`src/hw/rtl/frirs_pkg.sv`:
```
// Shared types and constants for the frame rate index resampler.
package frirs_pkg;

    // Fixed field widths of the item and configuration interfaces.
    localparam int TFC_BITS      = 16;
    localparam int CFG_IDX_BITS  = 2;
    localparam int CFG_DATA_BITS = 16;
    localparam int OUT_IDX_BITS  = 8;

    // Opcodes of an input beat.
    localparam logic OP_LOAD    = 1'b0;
    localparam logic OP_REQUEST = 1'b1;

    // Configuration register indexes and their reset values.
    localparam logic [CFG_IDX_BITS-1:0] CFG_TARGET_DELAY = 2'd0;
    localparam logic [CFG_IDX_BITS-1:0] CFG_TARGET_COUNT = 2'd1;
    localparam logic [CFG_DATA_BITS-1:0] TARGET_DELAY_RESET = 16'd10;
    localparam logic [TFC_BITS-1:0]      TARGET_COUNT_RESET = 16'd1;

    // Result status codes.
    typedef enum logic [1:0] {
        ERR_OK           = 2'd0,
        ERR_NO_FRAMES    = 2'd1,
        ERR_TABLE_FULL   = 2'd2,
        ERR_TARGETS_DONE = 2'd3
    } err_t;

    // Commands from the controller to the datapath.
    typedef struct packed {
        logic wr_delay;
        logic clr_table;
        logic restart;
        logic err_set;
        err_t err_code;
        logic tgt_adv;
        logic zero_adv;
        logic time_add;
        logic rd_zero;
        logic mul_init;
        logic div_start;
        logic div_skip;
        logic init_until;
        logic init_done;
        logic skip_done;
        logic frame_adv;
        logic prod_load;
        logic until_add;
        logic out_load;
    } dp_cmd_t;

    // Status from the datapath to the controller.
    typedef struct packed {
        logic sc_zero;
        logic full;
        logic tgt_done;
        logic st_zero;
        logic tc_zero;
        logic time_ge_until;
        logic div_done;
    } dp_stat_t;

endpackage

```
`src/hw/rtl/frirs_ctrl.sv`:
```
// Controller state machine that sequences loads, requests and the frame walk.
module frirs_ctrl (
    input  logic                aclk,
    input  logic                aresetn,
    input  logic                s_valid,
    input  logic                s_opcode,
    input  logic                s_start_table,
    output logic                s_ready,
    output logic                m_valid,
    input  logic                m_ready,
    input  frirs_pkg::dp_stat_t stat,
    output frirs_pkg::dp_cmd_t  cmd
);
    import frirs_pkg::*;

    typedef enum logic [9:0] {
        ST_IDLE      = 10'b00_0000_0001,
        ST_EMIT      = 10'b00_0000_0010,
        ST_INIT_MUL  = 10'b00_0000_0100,
        ST_INIT_DIV  = 10'b00_0000_1000,
        ST_INIT_WAIT = 10'b00_0001_0000,
        ST_WALK_CHK  = 10'b00_0010_0000,
        ST_WALK_DIV  = 10'b00_0100_0000,
        ST_WALK_CMP  = 10'b00_1000_0000,
        ST_WALK_RD   = 10'b01_0000_0000,
        ST_WALK_ADD  = 10'b10_0000_0000
    } state_t;

    state_t state_reg;
    state_t state_next;
    logic   m_valid_reg;
    logic   m_valid_next;
    logic   accept;
    logic   slot_free;

    assign accept    = s_valid && (state_reg == ST_IDLE);
    assign slot_free = !m_valid_reg || m_ready;

    // Next state and datapath commands.
    always_comb begin
        cmd          = '0;
        cmd.err_code = ERR_OK;
        state_next   = state_reg;
        unique case (state_reg)
            ST_IDLE: begin
                if (accept) begin
                    if (s_opcode == OP_LOAD) begin
                        cmd.restart   = 1'b1;
                        cmd.clr_table = s_start_table;
                        if (stat.full && !s_start_table) begin
                            cmd.err_set  = 1'b1;
                            cmd.err_code = ERR_TABLE_FULL;
                            state_next   = ST_EMIT;
                        end else begin
                            cmd.wr_delay = 1'b1;
                        end
                    end else if (stat.sc_zero) begin
                        cmd.err_set  = 1'b1;
                        cmd.err_code = ERR_NO_FRAMES;
                        state_next   = ST_EMIT;
                    end else if (stat.tgt_done) begin
                        cmd.err_set  = 1'b1;
                        cmd.err_code = ERR_TARGETS_DONE;
                        state_next   = ST_EMIT;
                    end else if (stat.st_zero) begin
                        // All delays zero: the index just counts modulo the frames.
                        cmd.tgt_adv  = 1'b1;
                        cmd.zero_adv = 1'b1;
                        state_next   = ST_EMIT;
                    end else if (stat.tc_zero) begin
                        state_next = ST_INIT_MUL;
                    end else begin
                        state_next = ST_WALK_CHK;
                    end
                end
            end
            ST_EMIT: begin
                if (slot_free) begin
                    cmd.out_load = 1'b1;
                    state_next   = ST_IDLE;
                end
            end
            ST_INIT_MUL: begin
                cmd.mul_init = 1'b1;
                cmd.rd_zero  = 1'b1;
                state_next   = ST_INIT_DIV;
            end
            ST_INIT_DIV: begin
                cmd.div_start  = 1'b1;
                cmd.init_until = 1'b1;
                state_next     = ST_INIT_WAIT;
            end
            ST_INIT_WAIT: begin
                if (stat.div_done) begin
                    cmd.init_done = 1'b1;
                    cmd.tgt_adv   = 1'b1;
                    state_next    = ST_EMIT;
                end
            end
            ST_WALK_CHK: begin
                // Skip whole passes through the source in one division.
                if (stat.time_ge_until) begin
                    cmd.div_start = 1'b1;
                    cmd.div_skip  = 1'b1;
                    state_next    = ST_WALK_DIV;
                end else begin
                    state_next = ST_WALK_CMP;
                end
            end
            ST_WALK_DIV: begin
                if (stat.div_done) begin
                    cmd.skip_done = 1'b1;
                    state_next    = ST_WALK_CMP;
                end
            end
            ST_WALK_CMP: begin
                if (stat.time_ge_until) begin
                    cmd.frame_adv = 1'b1;
                    state_next    = ST_WALK_RD;
                end else begin
                    cmd.tgt_adv  = 1'b1;
                    cmd.time_add = 1'b1;
                    state_next   = ST_EMIT;
                end
            end
            ST_WALK_RD: begin
                cmd.prod_load = 1'b1;
                state_next    = ST_WALK_ADD;
            end
            ST_WALK_ADD: begin
                cmd.until_add = 1'b1;
                state_next    = ST_WALK_CMP;
            end
            default: begin
                state_next = ST_IDLE;
            end
        endcase
    end

    // Output valid: set when a result moves out, cleared when it is taken.
    always_comb begin
        if (cmd.out_load) begin
            m_valid_next = 1'b1;
        end else if (m_ready) begin
            m_valid_next = 1'b0;
        end else begin
            m_valid_next = m_valid_reg;
        end
    end

    always_ff @(posedge aclk) begin
        if (!aresetn) begin
            state_reg   <= ST_IDLE;
            m_valid_reg <= 1'b0;
        end else begin
            state_reg   <= state_next;
            m_valid_reg <= m_valid_next;
        end
    end

    assign s_ready = (state_reg == ST_IDLE);
    assign m_valid = m_valid_reg;

endmodule

```
`config.mk`:
```
export PLATFORM = sky130hd
export DESIGN_NAME = frirs_ctrl
export DESIGN_NICKNAME = d
export VERILOG_FILES = /design/src/hw/rtl/frirs_pkg.sv /design/src/hw/rtl/frirs_ctrl.sv
export SDC_FILE = /design/constraint.sdc
export NUM_CORES = 1
export LEC_CHECK = 0
export ABC_AREA = 1
export BUFFER_PORTS_ARGS = -buffer_cell sky130_fd_sc_hd__buf_2
export CORE_MARGIN = 3
export CORE_UTILIZATION = 45
export CTS_BUF_LIST = sky130_fd_sc_hd__clkbuf_16
export DETAILED_ROUTE_END_ITERATION = 8
export PLACE_DENSITY = 0.73
export SKIP_CTS_REPAIR_TIMING = 1
export SLEW_MARGIN = 20
export SYNTH_ARGS = -nofsm -noshare
export SYNTH_HDL_FRONTEND = slang
export SYNTH_SLANG_ARGS = --single-unit
```
`constraint.sdc`:
```
create_clock -name aclk -period 2.02 [get_ports aclk]
set_input_delay 0.101 -clock aclk [delete_from_list [all_inputs] [get_ports aclk]]
set_output_delay 0.101 -clock aclk [all_outputs]
set_load 0.05 [all_outputs]
```
==> results.ini, run 1 <==
[status]
status = finished clean

[clocking]
cts_root_buffer = clkbuf_16
clkLatencyLatePin_ns = 0.24
h-tree-depth = 1
cts_buffer_depth = 2
cts_sinks = 11
cts_tree = built
cts_inserted_buffers = 3
clk_pin_slew_ns = 0.04

[die]
die_area_sq_mm = 0.00285
die_w_microns = 53.3
core_sq_mm = 0.00204
rows = 16
initial_core_util_pct = 49.4
die_h_microns = 53.3
io_pins = 35

[synth]
synth_cell_types = 24
ys_seq_area_share_pct = 21.8
synthCells = 165
syn_area_per_cell_sq_um = 6.11
netlist_area_sq_mm = 0.00101
syn_nets = 178
synth_seq_cells = 11
yosysWarningCount = 0

[worst_setup_path]
slowest_delay_ns = 0.34
crit_fanout = 6
required_ns = 1.92
cp_num_buf_inv = 1
end_kind = output port
slowest_stage = dfxtp_1
crit_family = simple AND/OR/NAND/NOR gates
start_kind = flip-flop
crit_arrival_ns = 1.75
critPathKind = reg -> out
crit_path_cell_trace = nor2_2 -> nand2_2 -> nor2_4 -> nand2_2 -> nor2_2 -> nand2_1 -> a21oi_1 -> buf_2

[grt]
grt_remaining_overflow = 0
grt_pass1_vias = 976
grt_pass1_wl_mm = 4.20
grt_max_degree = 8
grt_antenna_before_repair = 0
grtUsageTotal_pct = 20.8

[cells_and_area]
fillers = 196
largest_reg_flops = 10
final_nets = 214
final_util_pct = 62.6
instances_no_fill = 227
design_area_sq_mm = 0.00128
mostFrequentLayoutCell = buf_2
antenna_cells = 0
area_growth_pct = 26.7
mostFrequentLayoutCells = buf_2, inv_1, nor2_1, nand2_1, nand3_1
drive_gt1_share_pct = 35.0

[drt]
drc = 0
vias = 1083
drt_iter0_drc = 35
wire_per_inst_microns = 11.2
drtPass1Iterations = 4
vias_per_cell = 4.77
ant_nets = 0
totalWireLength_mm = 2.54

[power]
power.leakage_nw = 0.808
vdd_drop_max_uv = 880
p_int_uw = 767
power_mw = 1.57
pwr-share-seq_pct = 18.9
p_sw_share_pct = 51.0
pwr-share-comb_pct = 57.8
clockPowerShare_pct = 23.3
pwr_density_cell_mw_per_mm2 = 1230
p_sw_uw = 799

[sta]
tightest_slew_ns = 0.291
skew_ns = 0.00278
period_share_pct = 91.6
holdWs_ns = 0.134
fin_setup_tns_ns = 0
final_hold_viol_count = 0
period_needed_ns = 1.85
setup_ws_ns = 0.170
setup-violations-final = 0
rsz0062_at_grt = no
relSlewSlack_pct = 80.4
fmax_mhz = 541
slew_viol_final = 0

[run]
max-cap-violations = 0

[placed_design]
dpl_cell_area_sq_mm = 0.00120
dp_cells = 223
place_congestion = 0.894
hpwl_mm = 2.07
io_buffers = 34
place_ws_ns = 0.438

[hold_path]
hold_class = in -> reg

cell families (layout without fill, tap and decap cells):
family	count (synthesis)	in the layout	synth area share [%]
flops	11	11	21.8
buf+inv	39	74	15.9
compound gates	5	5	3.60
simple gates	110	110	58.7
final cells by class:
type / count / area [sq um] / share of cell area [%]
tap: 27 / 33.8 / 2.64
inverter: 36 / 138 / 10.8
clock inverter: 1 / 3.75 / 0.294
clock buffer: 3 / 75.1 / 5.88
multi-input combinational: 115 / 637 / 49.9
timing repair buffer: 34 / 170 / 13.3
sequential: 11 / 220 / 17.2
power by group through the flow:
stage / clock network [mW] / registers (mW) / logic, mW
2_1_floorplan: 0 / 0.301 / 0.724
3_3_place_gp: 0 / 0.296 / 0.888
3_5_place_dp: 0 / 0.299 / 0.894
4_1_cts: 0.369 / 0.295 / 0.900
5_1_grt: 0.375 / 0.302 / 0.982
6_report: 0.365 / 0.296 / 0.906
worst min-delay path: cells and delay by family:
| kind | cells | cell delay (ns) |
|---|---|---|
| buffers and inverters | 1 | 0.09 |
| AND/OR/NAND/NOR | 3 | 0.14 |
path summary, 6_finish.rpt:
path / start / to / slack (ns) / cells past startpoint
worst max-delay path: state_reg[4] / cmd[19] / 0.17 / 8
worst min register to register: state_reg[4] / state_reg[4] / 0.54 / 2
worst max register to register: state_reg[8] / state_reg[1] / 0.59 / 10
worst min-delay path: stat[2] / state_reg[5] / 0.13 / 4
Yosys cell counts:
cell      number  share of area (%)
nor3_2         1               0.99
dfxtp_1       11                 22
nand2_4        5                5.6
nand3_2        2                2.0
a21oi_4        1                1.6
inv_4          1               0.62
nor4_2         1                1.2
nand2_2        5                3.1
nand2_1       27                 10
nor2_1        33                 12
nor2_2         3                1.9
o21ai_0        1               0.50
a21oi_1        3                1.5
nor3_1         2               0.99
inv_1         31                 12
nand3_1       19                9.4
buf_4          3                2.2
nand4_1        1               0.62
or2_2          1               0.62
nor3b_1        1               0.74
nor2_4         7                7.8
nand3b_1       1               0.74
nor4_1         1               0.62
inv_2          4                1.5
per-layer routing:
layer | GRT usage (%) | routed length, microns
met1 | 26.9 | 1160
met3 | 5.35 | 178
met5 | 0 | 0
met4 | 10.2 | 43
met2 | 31.4 | 1160
No activity file was read; power rests on OpenSTA's default activity.
==> inputs of run 2 (changes only) <==
- SKIP_CTS_REPAIR_TIMING: 1 -> unset
- clock period: 2.02 -> 2.15 ns (I/O delays scaled with it)
==> run 2 against run 1 <==
  * Clock-buffer cell count unchanged
  * Core utilization shrank 0.12 points
  * Clock skew rose by 0.0012 ns
  * Cell count unchanged
==> results.ini, run 2 (synthesis gave the netlist of run 1 again) <==
[status]
status = finished clean

[cells_and_area]
mostFrequentLayoutCells = buf_2, nor2_1, inv_1, nand2_1, nand3_1
final_nets = 214
fillers = 188
design_area_sq_mm = 0.00127
antenna_cells = 0
mostFrequentLayoutCell = buf_2
largest_reg_flops = 10
drive_gt1_share_pct = 34.5
area_growth_pct = 26.4

[drt]
drc = 0
wl_met3_microns = 191
ant_nets = 0
wl_met1_mm = 1.14
route.met2.wl_mm = 1.06
drt_iter0_drc = 12
vias = 1089
wire_per_inst_microns = 10.7
totalWireLength_mm = 2.43
vias_per_cell = 4.80
drtPass1Iterations = 4
route.top_layer_used = met4

[placed_design]
io_buffers = 34
hpwl_mm = 2.03
place_congestion = 0.902
dpl_cell_area_sq_mm = 0.00120

[clocking]
post_cts_buffers = 0
h-tree-depth = 1
clk_pin_slew_ns = 0.05
clkLatencyLatePin_ns = 0.24
cts_hold_buf = 0
cts_root_buffer = clkbuf_16
cts_inserted_buffers = 3
ctsResizeCount = 0
cts_sinks = 11
cts_buffer_depth = 2
cts_tree = built

[worst_setup_path]
critPathKind = reg -> out
reg2regPathDepth = 10
end_kind = output port
start_kind = flip-flop
crit_path_start = state_reg[6]
required_ns = 2.04
crit_arrival_ns = 1.73
r2r_start = state_reg[8]
crit_fanout = 6

[power]
power_mw = 1.47
pwr_density_cell_mw_per_mm2 = 1150
vdd_drop_max_uv = 821
power.leakage_nw = 0.809

[sta]
slew_viol_final = 0
rsz0062_at_grt = no
holdWs_ns = 0.127
relSlewSlack_pct = 80.0
skew_ns = 0.00400
fmax_mhz = 545
period_needed_ns = 1.84
fin_setup_tns_ns = 0
setup-violations-final = 0
final_hold_viol_count = 0
tightest_slew_ns = 0.298
period_share_pct = 85.4

[die]
io_pins = 35
die_area_sq_mm = 0.00285
die_w_microns = 53.3
initial_core_util_pct = 49.4
core_sq_mm = 0.00204
die_h_microns = 53.3
rows = 16

[grt]
grt_antenna_before_repair = 0
grtUsageTotal_pct = 19.1
grt_pass1_wl_mm = 3.99
grt_max_degree = 8
grt_pass1_vias = 967
grt_remaining_overflow = 0

[hold_path]
hold_class = in -> reg
whs_path_depth = 4
hp-start = stat[2]

[run]
max-cap-violations = 0

==> run 2: per-layer routing <==
metal,vias to the layer above,track usage [%]
met4,0,9.36
met2,44,28.0
met1,471,25.5
met3,5,5.07
li1,569,-
met5,-,0
==> run 2: worst max-delay path, cell delays in order (launching register included) <==
cell and delay [ns]:
dfxtp_1 0.35, nor2_4 0.15, nand2_2 0.13, nor2_4 0.13
nand2_2 0.11, nor2_2 0.14, nand2_1 0.10, a21oi_1 0.11
buf_2 0.27
==> run 2: cell type report <==
cell class | count | area [sq um] | area share, %
multi-input combinational | 115 | 634 | 49.8
sequential | 11 | 220 | 17.3
timing repair buffer | 34 | 170 | 13.3
inverter | 36 | 138 | 10.8
clock buffer | 3 | 75.1 | 5.89
tap | 27 | 33.8 | 2.65
clock inverter | 1 | 3.75 | 0.294
==> run 2: path summary, 6_finish.rpt <==
kind	to	slack [ns]
max	cmd[19]	0.31
min	state_reg[5]	0.13
max reg2reg	state_reg[1]	0.78
min reg2reg	state_reg[4]	0.54
==> run 2: report_power, final <==
| part | switching (mW) | internal, mW |
|---|---|---|
| registers | 0.0398 | 0.238 |
| logic | 0.603 | 0.238 |
| clock network | 0.102 | 0.245 |
| total | 0.745 | 0.721 |
==> run 2: stage by stage <==
stage	util, %	instances	setup WS, ns
after floorplan	-	165	0.0596
after global placement	58.6	223	0.624
after detailed placement	58.6	223	0.574
after CTS	62.4	227	0.311
after global routing	62.4	227	0.135
final	62.4	227	0.315
